$ cat src/rtl/mcft_pkg.sv
`default_nettype none
package mcft_pkg;

  localparam logic [1:0] ACT_BYTE = 2'd0;
  localparam logic [1:0] ACT_REQ  = 2'd1;
  localparam logic [1:0] ACT_READ = 2'd2;

  localparam logic [1:0] KIND_FRAME = 2'd0;
  localparam logic [1:0] KIND_REQ   = 2'd1;
  localparam logic [1:0] KIND_READ  = 2'd2;

  localparam logic [1:0] RES_APPLIED   = 2'd0;
  localparam logic [1:0] RES_MALFORMED = 2'd1;
  localparam logic [1:0] RES_BAD       = 2'd2;
  localparam logic [1:0] RES_IGNORED   = 2'd3;

  localparam logic [1:0] LINK_OFF   = 2'd0;
  localparam logic [1:0] LINK_QUERY = 2'd1;
  localparam logic [1:0] LINK_ON    = 2'd2;

  localparam logic [7:0]  SELECTOR_CTL  = 8'h01;
  localparam logic [7:0]  SVC_FLAG      = 8'h80;
  localparam logic [7:0]  SVC_CTL       = 8'h00;
  localparam logic [7:0]  SVC_DATA      = 8'h01;
  localparam logic [7:0]  CID_BCAST     = 8'hff;
  localparam logic [15:0] MSG_CLIENT    = 16'h0022;
  localparam logic [15:0] MSG_EVENT     = 16'h0022;
  localparam logic [15:0] MSG_PROFILE   = 16'h002D;
  localparam logic [15:0] MSG_START     = 16'h0020;
  localparam logic [15:0] MSG_STOP      = 16'h0021;
  localparam logic [7:0]  EV_CONNECT    = 8'h02;
  localparam logic [7:0]  EV_DISC_A     = 8'h01;
  localparam logic [7:0]  EV_DISC_B     = 8'h03;
  localparam logic [7:0]  CLIENT_OK     = 8'h01;

  localparam int NSLOT = 7;
  localparam logic [2:0] NO_SLOT = 3'd7;

  function automatic logic [2:0] find_slot(input logic [7:0] t);
    logic [2:0] s;
    case (t)
      8'h02:   s = 3'd0;
      8'h01:   s = 3'd1;
      8'h1e:   s = 3'd2;
      8'h21:   s = 3'd3;
      8'h20:   s = 3'd4;
      8'h15:   s = 3'd5;
      8'h16:   s = 3'd6;
      default: s = NO_SLOT;
    endcase
    return s;
  endfunction

  typedef struct packed {
    logic [1:0]       kind;
    logic [1:0]       hres;
    logic [7:0]       svc;
    logic [7:0]       cid;
    logic [15:0]      mtype;
    logic             st_ok;
    logic             c1_len2;
    logic             c1_len4;
    logic [31:0]      c1_val;
    logic [4:0][31:0] addr;
  } rec_t;

  typedef struct packed {
    logic        request_profile;
    logic [31:0] dns_secondary;
    logic [31:0] dns_primary;
    logic [31:0] gateway_address;
    logic [31:0] net_mask;
    logic [31:0] ip_address;
    logic [31:0] call_handle;
    logic [7:0]  client_number;
    logic        service_busy;
    logic        state_changed;
    logic [1:0]  conn_state;
    logic [1:0]  frame_result;
  } res_t;

endpackage
`default_nettype wire

$ cat src/rtl/mcft_front.sv
`default_nettype none
module mcft_front #(
  parameter int MAX_FRAME_BYTES = 272
) (
  input  wire               clk,
  input  wire               rst_n,
  input  wire               in_valid,
  input  wire  [1:0]        in_action,
  input  wire  [7:0]        in_byte,
  input  wire               in_last,
  output logic              in_ready,
  input  wire               q_full,
  output logic              q_push,
  output mcft_pkg::rec_t    q_rec
);

  localparam int POS_W = $clog2(MAX_FRAME_BYTES + 2);
  localparam logic [POS_W-1:0] MAXP = POS_W'(MAX_FRAME_BYTES);
  localparam int NSLOT_L = mcft_pkg::NSLOT;

  localparam logic [1:0] PH_TYPE = 2'd0;
  localparam logic [1:0] PH_LLO  = 2'd1;
  localparam logic [1:0] PH_LHI  = 2'd2;
  localparam logic [1:0] PH_VAL  = 2'd3;

  logic [POS_W-1:0] pos_r, pos_nxt;
  logic [7:0]  sel_r, sel_nxt, flags_r, flags_nxt, svc_r, svc_nxt, cid_r, cid_nxt;
  logic [15:0] qlen_r, qlen_nxt, type_r, type_nxt, size_r, size_nxt;
  logic        stop_r, stop_nxt;
  logic [1:0]  ph_r, ph_nxt;
  logic [15:0] rem_r, rem_nxt, ilen_r, ilen_nxt, ileft_r, ileft_nxt;
  logic [7:0]  ityp_r, ityp_nxt;
  logic [2:0]  islot_r, islot_nxt, igot_r, igot_nxt;
  logic [NSLOT_L-1:0] found_r, found_nxt;
  logic [15:0] clen_r [NSLOT_L], clen_nxt [NSLOT_L];
  logic [3:0][7:0] cval_r [NSLOT_L], cval_nxt [NSLOT_L];

  logic             acc, is_byte;
  logic [POS_W-1:0] q, hdr, total, qsz, hdrf;
  logic [15:0]      len16;
  logic [2:0]       s;
  logic [1:0]       hres;

  assign in_ready = !q_full;
  assign acc      = in_valid && in_ready;
  assign is_byte  = acc && (in_action == mcft_pkg::ACT_BYTE);

  always_comb begin
    pos_nxt = pos_r; sel_nxt = sel_r; flags_nxt = flags_r; svc_nxt = svc_r;
    cid_nxt = cid_r; qlen_nxt = qlen_r; type_nxt = type_r; size_nxt = size_r;
    stop_nxt = stop_r; ph_nxt = ph_r; rem_nxt = rem_r; ilen_nxt = ilen_r;
    ileft_nxt = ileft_r; ityp_nxt = ityp_r; islot_nxt = islot_r; igot_nxt = igot_r;
    found_nxt = found_r; clen_nxt = clen_r; cval_nxt = cval_r;
    q     = pos_r - POS_W'(1);
    hdr   = (svc_r == mcft_pkg::SVC_CTL) ? POS_W'(7) : POS_W'(8);
    len16 = {in_byte, ilen_r[7:0]};
    s     = mcft_pkg::find_slot(ityp_r);
    if (is_byte) begin
      if (pos_r < MAXP + POS_W'(1)) pos_nxt = pos_r + POS_W'(1);
      if (pos_r < MAXP) begin
        if (pos_r == '0) begin
          sel_nxt = in_byte;
        end else if (q == POS_W'(0)) begin
          qlen_nxt = {8'h00, in_byte};
        end else if (q == POS_W'(1)) begin
          qlen_nxt = {in_byte, qlen_r[7:0]};
        end else if (q == POS_W'(2)) begin
          flags_nxt = in_byte;
        end else if (q == POS_W'(3)) begin
          svc_nxt = in_byte;
        end else if (q == POS_W'(4)) begin
          cid_nxt = in_byte;
        end else if (q < hdr) begin
          // transaction id: skip
        end else if (q == hdr) begin
          type_nxt = {8'h00, in_byte};
        end else if (q == hdr + POS_W'(1)) begin
          type_nxt = {in_byte, type_r[7:0]};
        end else if (q == hdr + POS_W'(2)) begin
          size_nxt = {8'h00, in_byte};
        end else if (q == hdr + POS_W'(3)) begin
          size_nxt = {in_byte, size_r[7:0]};
          rem_nxt  = {in_byte, size_r[7:0]};
          ph_nxt   = PH_TYPE;
        end else if (!stop_r) begin
          case (ph_r)
            PH_TYPE: begin
              if (rem_r < 16'd3) begin
                stop_nxt = 1'b1;
              end else begin
                rem_nxt  = rem_r - 16'd3;
                ityp_nxt = in_byte;
                ph_nxt   = PH_LLO;
              end
            end
            PH_LLO: begin
              ilen_nxt = {8'h00, in_byte};
              ph_nxt   = PH_LHI;
            end
            PH_LHI: begin
              ilen_nxt = len16;
              if (len16 > rem_r) begin
                stop_nxt = 1'b1;
              end else begin
                rem_nxt   = rem_r - len16;
                islot_nxt = mcft_pkg::NO_SLOT;
                if (s != mcft_pkg::NO_SLOT && !found_r[s]) begin
                  found_nxt[s] = 1'b1;
                  clen_nxt[s]  = len16;
                  islot_nxt    = s;
                end
                igot_nxt  = 3'd0;
                ileft_nxt = len16;
                ph_nxt    = (len16 != 16'd0) ? PH_VAL : PH_TYPE;
              end
            end
            default: begin
              if (islot_r != mcft_pkg::NO_SLOT && igot_r < 3'd4) begin
                cval_nxt[islot_r][igot_r[1:0]] = in_byte;
                igot_nxt = igot_r + 3'd1;
              end
              ileft_nxt = ileft_r - 16'd1;
              if (ileft_r == 16'd1) ph_nxt = PH_TYPE;
            end
          endcase
        end
      end
    end

    // end-of-packet header checks on the updated fields
    total = pos_nxt;
    qsz   = total - POS_W'(1);
    hdrf  = (svc_nxt == mcft_pkg::SVC_CTL) ? POS_W'(7) : POS_W'(8);
    if (total > MAXP || sel_nxt != mcft_pkg::SELECTOR_CTL) begin
      hres = mcft_pkg::RES_BAD;
    end else if (qsz < POS_W'(5) || 16'(qsz) != qlen_nxt ||
                 flags_nxt != mcft_pkg::SVC_FLAG) begin
      hres = mcft_pkg::RES_MALFORMED;
    end else if (qsz < hdrf + POS_W'(4)) begin
      hres = mcft_pkg::RES_MALFORMED;
    end else if (16'(qsz - hdrf - POS_W'(4)) != size_nxt) begin
      hres = mcft_pkg::RES_MALFORMED;
    end else begin
      hres = mcft_pkg::RES_APPLIED;
    end

    q_rec.kind    = (in_action == mcft_pkg::ACT_BYTE) ? mcft_pkg::KIND_FRAME :
                    (in_action == mcft_pkg::ACT_REQ)  ? mcft_pkg::KIND_REQ :
                                                        mcft_pkg::KIND_READ;
    q_rec.hres    = hres;
    q_rec.svc     = svc_nxt;
    q_rec.cid     = cid_nxt;
    q_rec.mtype   = type_nxt;
    q_rec.st_ok   = found_nxt[0] && clen_nxt[0] == 16'd4 &&
                    cval_nxt[0][0] == 8'h00 && cval_nxt[0][1] == 8'h00;
    q_rec.c1_len2 = found_nxt[1] && clen_nxt[1] == 16'd2;
    q_rec.c1_len4 = found_nxt[1] && clen_nxt[1] == 16'd4;
    q_rec.c1_val  = cval_nxt[1];
    for (int i = 0; i < 5; i++) begin
      q_rec.addr[i] = (found_nxt[i+2] && clen_nxt[i+2] == 16'd4) ? cval_nxt[i+2] : 32'h0;
    end

    q_push = acc && ((in_action == mcft_pkg::ACT_REQ) || (in_action == mcft_pkg::ACT_READ) ||
                     (in_action == mcft_pkg::ACT_BYTE && in_last));

    // drop the packet context once its last beat is taken
    if (is_byte && in_last) begin
      pos_nxt = '0; sel_nxt = '0; flags_nxt = '0; svc_nxt = '0; cid_nxt = '0;
      qlen_nxt = '0; type_nxt = '0; size_nxt = '0; stop_nxt = 1'b0; ph_nxt = PH_TYPE;
      rem_nxt = '0; ilen_nxt = '0; ileft_nxt = '0; ityp_nxt = '0;
      islot_nxt = mcft_pkg::NO_SLOT; igot_nxt = '0; found_nxt = '0;
      for (int i = 0; i < NSLOT_L; i++) begin
        clen_nxt[i] = '0;
        cval_nxt[i] = '0;
      end
    end
  end

  always_ff @(posedge clk) begin
    if (!rst_n) begin
      pos_r <= '0; sel_r <= '0; flags_r <= '0; svc_r <= '0; cid_r <= '0;
      qlen_r <= '0; type_r <= '0; size_r <= '0; stop_r <= 1'b0; ph_r <= PH_TYPE;
      rem_r <= '0; ilen_r <= '0; ileft_r <= '0; ityp_r <= '0;
      islot_r <= mcft_pkg::NO_SLOT; igot_r <= '0; found_r <= '0;
      for (int i = 0; i < NSLOT_L; i++) begin
        clen_r[i] <= '0;
        cval_r[i] <= '0;
      end
    end else begin
      pos_r <= pos_nxt; sel_r <= sel_nxt; flags_r <= flags_nxt; svc_r <= svc_nxt;
      cid_r <= cid_nxt; qlen_r <= qlen_nxt; type_r <= type_nxt; size_r <= size_nxt;
      stop_r <= stop_nxt; ph_r <= ph_nxt; rem_r <= rem_nxt; ilen_r <= ilen_nxt;
      ileft_r <= ileft_nxt; ityp_r <= ityp_nxt; islot_r <= islot_nxt; igot_r <= igot_nxt;
      found_r <= found_nxt;
      clen_r  <= clen_nxt;
      cval_r  <= cval_nxt;
    end
  end

endmodule
`default_nettype wire

$ cat src/rtl/mcft_fifo.sv
`default_nettype none
module mcft_fifo (
  input  wire             clk,
  input  wire             rst_n,
  input  wire             push,
  input  mcft_pkg::rec_t  wdata,
  output logic            full,
  input  wire             pop,
  output logic            not_empty,
  output mcft_pkg::rec_t  rdata
);

  mcft_pkg::rec_t mem_r [2];
  logic       wptr_r, rptr_r;
  logic [1:0] cnt_r, cnt_nxt;

  assign full      = (cnt_r == 2'd2);
  assign not_empty = (cnt_r != 2'd0);
  assign rdata     = mem_r[rptr_r];

  always_comb begin
    cnt_nxt = cnt_r + 2'(push) - 2'(pop);
  end

  always_ff @(posedge clk) begin
    if (push) mem_r[wptr_r] <= wdata;
  end

  always_ff @(posedge clk) begin
    if (!rst_n) begin
      wptr_r <= 1'b0;
      rptr_r <= 1'b0;
      cnt_r  <= 2'd0;
    end else begin
      if (push) wptr_r <= !wptr_r;
      if (pop)  rptr_r <= !rptr_r;
      cnt_r <= cnt_nxt;
    end
  end

endmodule
`default_nettype wire

$ cat src/rtl/mcft_back.sv
`default_nettype none
module mcft_back (
  input  wire             clk,
  input  wire             rst_n,
  input  wire             q_not_empty,
  input  mcft_pkg::rec_t  q_rec,
  output logic            q_pop,
  output logic            out_valid,
  input  wire             out_ready,
  output mcft_pkg::res_t  out_res
);

  logic [1:0]       link_r, link_nxt;
  logic             chg_r, chg_nxt, busy_r, busy_nxt;
  logic [7:0]       client_r, client_nxt;
  logic [31:0]      handle_r, handle_nxt;
  logic [4:0][31:0] addr_r, addr_nxt;
  logic             ov_r, ov_nxt;
  mcft_pkg::res_t   res_r, res_nxt;
  logic [1:0]       fres;
  logic             prof, emit_chg;

  assign q_pop     = q_not_empty && (!ov_r || out_ready);
  assign out_valid = ov_r;
  assign out_res   = res_r;

  always_comb begin
    link_nxt = link_r; chg_nxt = chg_r; busy_nxt = busy_r; client_nxt = client_r;
    handle_nxt = handle_r; addr_nxt = addr_r;
    ov_nxt = ov_r && !out_ready;
    res_nxt = res_r;
    fres = q_rec.hres;
    prof = 1'b0;
    emit_chg = chg_r;
    if (q_pop) begin
      case (q_rec.kind)
        mcft_pkg::KIND_REQ: begin
          busy_nxt = 1'b1;
        end
        mcft_pkg::KIND_READ: begin
          fres     = mcft_pkg::RES_IGNORED;
          chg_nxt  = 1'b0;
          ov_nxt   = 1'b1;
        end
        default: begin
          ov_nxt = 1'b1;
          if (q_rec.hres == mcft_pkg::RES_APPLIED) begin
            if (q_rec.svc == mcft_pkg::SVC_CTL) begin
              if (q_rec.mtype == mcft_pkg::MSG_CLIENT && q_rec.st_ok && q_rec.c1_len2 &&
                  q_rec.c1_val[7:0] == mcft_pkg::CLIENT_OK) begin
                client_nxt = q_rec.c1_val[15:8];
                busy_nxt   = 1'b0;
              end
            end else if (q_rec.svc != mcft_pkg::SVC_DATA) begin
              fres = mcft_pkg::RES_IGNORED;
            end else if (q_rec.cid == client_r) begin
              if (q_rec.mtype == mcft_pkg::MSG_STOP) begin
                if (q_rec.st_ok) begin
                  link_nxt = mcft_pkg::LINK_OFF;
                  chg_nxt  = 1'b1;
                end
              end else if (q_rec.mtype == mcft_pkg::MSG_START) begin
                if (q_rec.st_ok && q_rec.c1_len4) handle_nxt = q_rec.c1_val;
              end else if (q_rec.mtype == mcft_pkg::MSG_PROFILE) begin
                if (link_r == mcft_pkg::LINK_QUERY) begin
                  addr_nxt = q_rec.addr;
                  link_nxt = mcft_pkg::LINK_ON;
                  chg_nxt  = 1'b1;
                end
              end
              busy_nxt = 1'b0;
            end else if (q_rec.cid == mcft_pkg::CID_BCAST) begin
              if (q_rec.mtype == mcft_pkg::MSG_EVENT && q_rec.c1_len2) begin
                if (q_rec.c1_val[7:0] == mcft_pkg::EV_DISC_A ||
                    q_rec.c1_val[7:0] == mcft_pkg::EV_DISC_B) begin
                  link_nxt = mcft_pkg::LINK_OFF;
                  chg_nxt  = 1'b1;
                end else if (q_rec.c1_val[7:0] == mcft_pkg::EV_CONNECT) begin
                  link_nxt = mcft_pkg::LINK_QUERY;
                  chg_nxt  = 1'b1;
                  prof     = 1'b1;
                end
              end
            end else begin
              fres = mcft_pkg::RES_IGNORED;
            end
          end
          emit_chg = chg_nxt;
        end
      endcase
      res_nxt.frame_result    = fres;
      res_nxt.conn_state      = link_nxt;
      res_nxt.state_changed   = emit_chg;
      res_nxt.service_busy    = busy_nxt;
      res_nxt.client_number   = client_nxt;
      res_nxt.call_handle     = handle_nxt;
      res_nxt.ip_address      = addr_nxt[0];
      res_nxt.net_mask        = addr_nxt[1];
      res_nxt.gateway_address = addr_nxt[2];
      res_nxt.dns_primary     = addr_nxt[3];
      res_nxt.dns_secondary   = addr_nxt[4];
      res_nxt.request_profile = prof;
      // a request beat leaves the held result alone
      if (q_rec.kind == mcft_pkg::KIND_REQ) res_nxt = res_r;
    end
  end

  always_ff @(posedge clk) begin
    res_r <= res_nxt;
  end

  always_ff @(posedge clk) begin
    if (!rst_n) begin
      link_r <= mcft_pkg::LINK_OFF; chg_r <= 1'b0; busy_r <= 1'b1; client_r <= '0;
      handle_r <= '0; addr_r <= '0; ov_r <= 1'b0;
    end else begin
      link_r <= link_nxt; chg_r <= chg_nxt; busy_r <= busy_nxt; client_r <= client_nxt;
      handle_r <= handle_nxt; addr_r <= addr_nxt; ov_r <= ov_nxt;
    end
  end

`ifndef SYNTHESIS
  a_req_sets_busy: assert property (@(posedge clk) disable iff (!rst_n)
    q_pop && q_rec.kind == mcft_pkg::KIND_REQ |=> busy_r)
    else $error("request beat did not set busy");
  a_read_result: assert property (@(posedge clk) disable iff (!rst_n)
    q_pop && q_rec.kind == mcft_pkg::KIND_READ |=>
      ov_r && res_r.frame_result == mcft_pkg::RES_IGNORED && !res_r.request_profile && !chg_r)
    else $error("status read result wrong");
  a_prof_query: assert property (@(posedge clk) disable iff (!rst_n)
    ov_r && res_r.request_profile |-> res_r.conn_state == mcft_pkg::LINK_QUERY)
    else $error("profile request without query state");
  a_no_pop_stalled: assert property (@(posedge clk) disable iff (!rst_n)
    ov_r && !out_ready |-> !q_pop)
    else $error("queue popped into a stalled result");
`endif

endmodule
`default_nettype wire

$ cat src/rtl/modem_control_frame_tracker.sv
`default_nettype none
// Channel | Dir | tdata                          | tuser       | tlast
// in_     | in  | [7:0] data_byte                | [1:0] action| last_byte
// out_    | out | see out_tdata field list below | -           | -
//
// One beat per cycle on the input while in_tready is high. A result is queued
// when its deciding beat is taken and moves to the result register once the
// output is free, raising out_tvalid. The front parser updates header and TLV
// capture registers as each byte is taken; a two-entry queue feeds the back
// stage that applies messages to the link state and holds the result register.
// Reset (rst_n low, synchronous) clears the packet context, link offline, busy set.
// A stalled output holds the result; the queue fills, then in_tready drops.
module modem_control_frame_tracker #(
  parameter int MAX_FRAME_BYTES = 272
) (
  input  wire          clk,
  input  wire          rst_n,
  input  wire          in_tvalid,
  output logic         in_tready,
  input  wire  [7:0]   in_tdata,   // [7:0] data_byte
  input  wire  [1:0]   in_tuser,   // [1:0] action
  input  wire          in_tlast,
  output logic         out_tvalid,
  input  wire          out_tready,
  // [1:0] frame_result, [3:2] conn_state, [4] state_changed, [5] service_busy,
  // [13:6] client_number, [45:14] call_handle, [77:46] ip_address,
  // [109:78] net_mask, [141:110] gateway_address, [173:142] dns_primary,
  // [205:174] dns_secondary, [206] request_profile, [207] zero
  output logic [207:0] out_tdata
);

  mcft_pkg::rec_t push_rec, pop_rec;
  mcft_pkg::res_t res;
  logic push, full, pop, not_empty;

  mcft_front #(.MAX_FRAME_BYTES(MAX_FRAME_BYTES)) u_front (
    .clk(clk), .rst_n(rst_n), .in_valid(in_tvalid), .in_action(in_tuser),
    .in_byte(in_tdata), .in_last(in_tlast), .in_ready(in_tready),
    .q_full(full), .q_push(push), .q_rec(push_rec)
  );

  mcft_fifo u_fifo (
    .clk(clk), .rst_n(rst_n), .push(push), .wdata(push_rec), .full(full),
    .pop(pop), .not_empty(not_empty), .rdata(pop_rec)
  );

  mcft_back u_back (
    .clk(clk), .rst_n(rst_n), .q_not_empty(not_empty), .q_rec(pop_rec), .q_pop(pop),
    .out_valid(out_tvalid), .out_ready(out_tready), .out_res(res)
  );

  assign out_tdata = {1'b0, res};

endmodule
`default_nettype wire

$ cat config.mk
export PLATFORM = sky130hd
export DESIGN_NAME = modem_control_frame_tracker
export DESIGN_NICKNAME = d
export VERILOG_FILES = /design/src/rtl/mcft_pkg.sv /design/src/rtl/mcft_front.sv /design/src/rtl/mcft_fifo.sv /design/src/rtl/mcft_back.sv /design/src/rtl/modem_control_frame_tracker.sv
export SDC_FILE = /design/constraint.sdc
export NUM_CORES = 2
export LEC_CHECK = 0
export BUFFER_PORTS_ARGS = -buffer_cell sky130_fd_sc_hd__buf_2
export CAP_MARGIN = 25
export CORE_MARGIN = 2
export CORE_UTILIZATION = 43
export CTS_BUF_LIST = sky130_fd_sc_hd__clkbuf_4
export DETAILED_ROUTE_END_ITERATION = 16
export GPL_TIMING_DRIVEN = 0
export HOLD_SLACK_MARGIN = 0.06
export PLACE_DENSITY = 0.64
export SLEW_MARGIN = 20
export SYNTH_ARGS = -nofsm -noshare
export SYNTH_HDL_FRONTEND = slang
export SYNTH_HIERARCHICAL = 1
export SYNTH_SLANG_ARGS = --single-unit
$ cat constraint.sdc
create_clock -name clk -period 30.6 [get_ports clk]
set_input_delay 1.53 -clock clk [delete_from_list [all_inputs] [get_ports clk]]
set_output_delay 1.53 -clock clk [all_outputs]
set_load 0.01 [all_outputs]
==> results_dict.tcl <==
set metrics [dict create \
    seq_area_um2 33800 \
    hold_class "flip-flop to flip-flop" \
    crit_type "flip-flop to flip-flop" \
    synthFlopType "dfxtp_1" \
    drtIter0Drc 4523 \
    tritoncts "yes" \
    synth.distinct_cells 103 \
    antenna_found_initial 10 \
    yosys-top-cells-count "dfxtp_1 (683), edfxtp_1 (669), nor2_1 (567), a21oi_1 (333), clkbuf_1 (305)" \
    cp_max_fo 10 \
    min_period_ns 7.89 \
    design_power_total_w 0.00449 \
    postPlaceCellArea_um2 62500 \
    syn_to_final_growth_pct 14.6 \
    synth_edf_count 669 \
    setup_viol 0 \
    crit_path_start_kind "flip-flop" \
    grt_max_degree 46 \
    gp_congestion 0.897 \
    fill_cells 12113 \
    hold_viol_final 0 \
    multi_input_area_um2 22700 \
    worstPathArrival_ns 8.70 \
    syn_area_per_cell_um2 11.7 \
    vias 42309 \
    post_cts_resized 0 \
    grt_setup_unrepaired "no" \
    clock-sinks 1352 \
    postCtsSetupRepairBufs 0 \
    design.portCount 225 \
    initial_core_util_pct 43.2 \
    std_cell_rows 135 \
    drive_gt1_share_pct 22.2 \
    wl_per_cell_um 21.1 \
    tns_ns 0 \
    finalWirelength_mm 162 \
    core_area_um2 135000 \
    synthArstFlopShare_pct 0 \
    insertion_delay_ns 1.26 \
    htree_levels 5 \
    portBuffers 216 \
    grtUsageTotal_pct 22.7 \
    syn_area_um2 58500 \
    netlist.area_leader.share_pct 34.3 \
    grt_pass1_vias 41210 \
    p_per_area_nw_per_um2 67.0 \
    vdd_drop_max_uv 37.1 \
    slew_violations 0 \
    final_area_um2 67000 \
    routed_via_density 5.53 \
    die_area_um2 139000 \
    clock.fmax_mhz 127 \
    cts_buffer_depth 4 \
    finalCritPeriodShare_pct 25.8 \
    synth_seq_cells 1352 \
    synthesis.nets 5062 \
    p_leak_nw 25.3 \
    die_w_um 373 \
    synth.most_common_cell "dfxtp_1" \
    syn_inst 4993 \
    synth_area_leaders "edfxtp_1 (34%), dfxtp_1 (23%), mux2i_1 (5.2%)" \
    hpwl_mm 111 \
    final_util_pct 49.6 \
    cts_buffers 355 \
    path_buf_inv 7 \
    tightest_slew_ns 1.18 \
    max_slew_margin_pct 21.6 \
    drc 0 \
    status "finished clean" \
    required_ns 31.41 \
    cts_root_buf "clkbuf_4" \
    cap_violations 0 \
    crit_path_end_kind "flip-flop" \
    synth_warnings 6 \
    cpPeakStageDelay_ns 0.79 \
    clk_pin_slew_ns 0.08 \
    grt-ovfl-total 0 \
    fin_skew_ns 0.103 \
    nets 5668 \
    fp.dieH_um 373 \
    crit_slowest_cell "o41ai_1" \
    ant_nets 0 \
    cts_hold_buf 0 \
    synth_top_cell_by_area "edfxtp_1" \
    grt_pass1_wl_mm 244 \
    drt-pass1-iter-count 6 \
    critPathTopFamily "compound AO/OA/AOI/OAI gates" \
    synth_seq_area_share_pct 57.7 \
]
## per-stage QoR
step	std cells	hold slack (ns)	worst slack (ns)
6_report	7652	0.458	22.71
5_1_grt	7651	0.476	22.26
4_1_cts	7644	0.458	22.85
3_5_place_dp	7019	0.449	22.40
3_3_place_gp	6990	0.441	10.63
2_1_floorplan	4993	0.435	17.52
## report_power, final
| part | internal, W | total [W] | leakage, nW | switching [W] |
|---|---|---|---|---|
| clock | 0.000845 | 0.00156 | 2.74 | 0.000720 |
| combinational | 0.000358 | 0.000825 | 11.0 | 0.000467 |
| sequential | 0.00206 | 0.00210 | 11.6 | 0.0000377 |
## logic make-up (layout without fill, tap and decap cells)
family / count (synthesis) / in the layout / synth area share (%)
AO/OA/AOI/OAI: 779 / 779 / 8.44
flip-flops: 1352 / 1352 / 57.7
buffers and inverters: 469 / 1343 / 3.59
AND/OR/NAND/NOR: 1481 / 1481 / 12.2
adder cells (fa/ha/maj): 54 / 54 / 1.18
XOR/XNOR: 69 / 69 / 1.11
other: 1 / 5 / 0.00641
multiplexers: 788 / 788 / 15.7
## worst paths after layout
kind | from | endpoint | slack (ns) | cells past startpoint
min | u_front/cval_r[199] | u_front/cval_r[199] | 0.46 | 2
max | u_front/pos_r[0] | u_fifo/mem_r[0][227] | 22.71 | 26
min reg2reg | u_front/cval_r[199] | u_front/cval_r[199] | 0.46 | 2
max reg2reg | u_front/pos_r[0] | u_fifo/mem_r[0][227] | 22.71 | 26
## sequential cells by signal, indices dropped and copies added, names as in the netlist, 32 cells and up, named ones only
name and flops:
u_fifo/mem_r 462, u_front/clen_r 112, u_back/handle_r 32, u_front/cval_r 208, u_back/addr_r 160, u_back/out_res 207
## layout make-up
type	count	share of cell area, %
Antenna cell	4	0.0149
Inverter	75	0.420
Timing Repair Buffer	249	2.56
Clock inverter	71	0.554
Tap cell	1781	3.32
Sequential cell	1352	50.4
Buffer	394	2.72
Multi-Input combinational cell	3172	33.8
Clock buffer	554	6.20
## metal layers
metal,global-route usage (%),part of all wire [%],vias to the layer above
li1,-,-,19794
met1,30.4,44,20701
met2,36.3,46,1549
met3,4.71,7.0,261
met4,7.98,2.7,4
met5,0,0.017,-
## layout by cell type (no fill, tap or decap), drive strengths merged, types with 12 or more instances in the layout
cell	count
a21oi	333
a22oi	20
a31oi	15
and2	75
buf	337
clkbuf	860
clkinv	71
dfxtp	683
edfxtp	669
ha	52
inv	72
mux2	484
mux2i	304
nand2	246
nand2b	16
nand3	52
nand4	190
nor2	568
nor2b	21
nor3	154
nor4	60
nor4b	12
o211ai	15
o21ai	108
o31ai	173
or3	14
or4	15
xnor2	42
xor2	25
## worst reg2reg max path, delay by kind of cell (launching register included)
kind	cells	cell delay (ns)
buf+inv	7	1.33
compound gates	7	2.34
fa+ha+maj	3	0.77
simple gates	5	1.79
xor+xnor	4	0.75
flops	1	0.48
No activity file was read; power rests on OpenSTA's default activity.
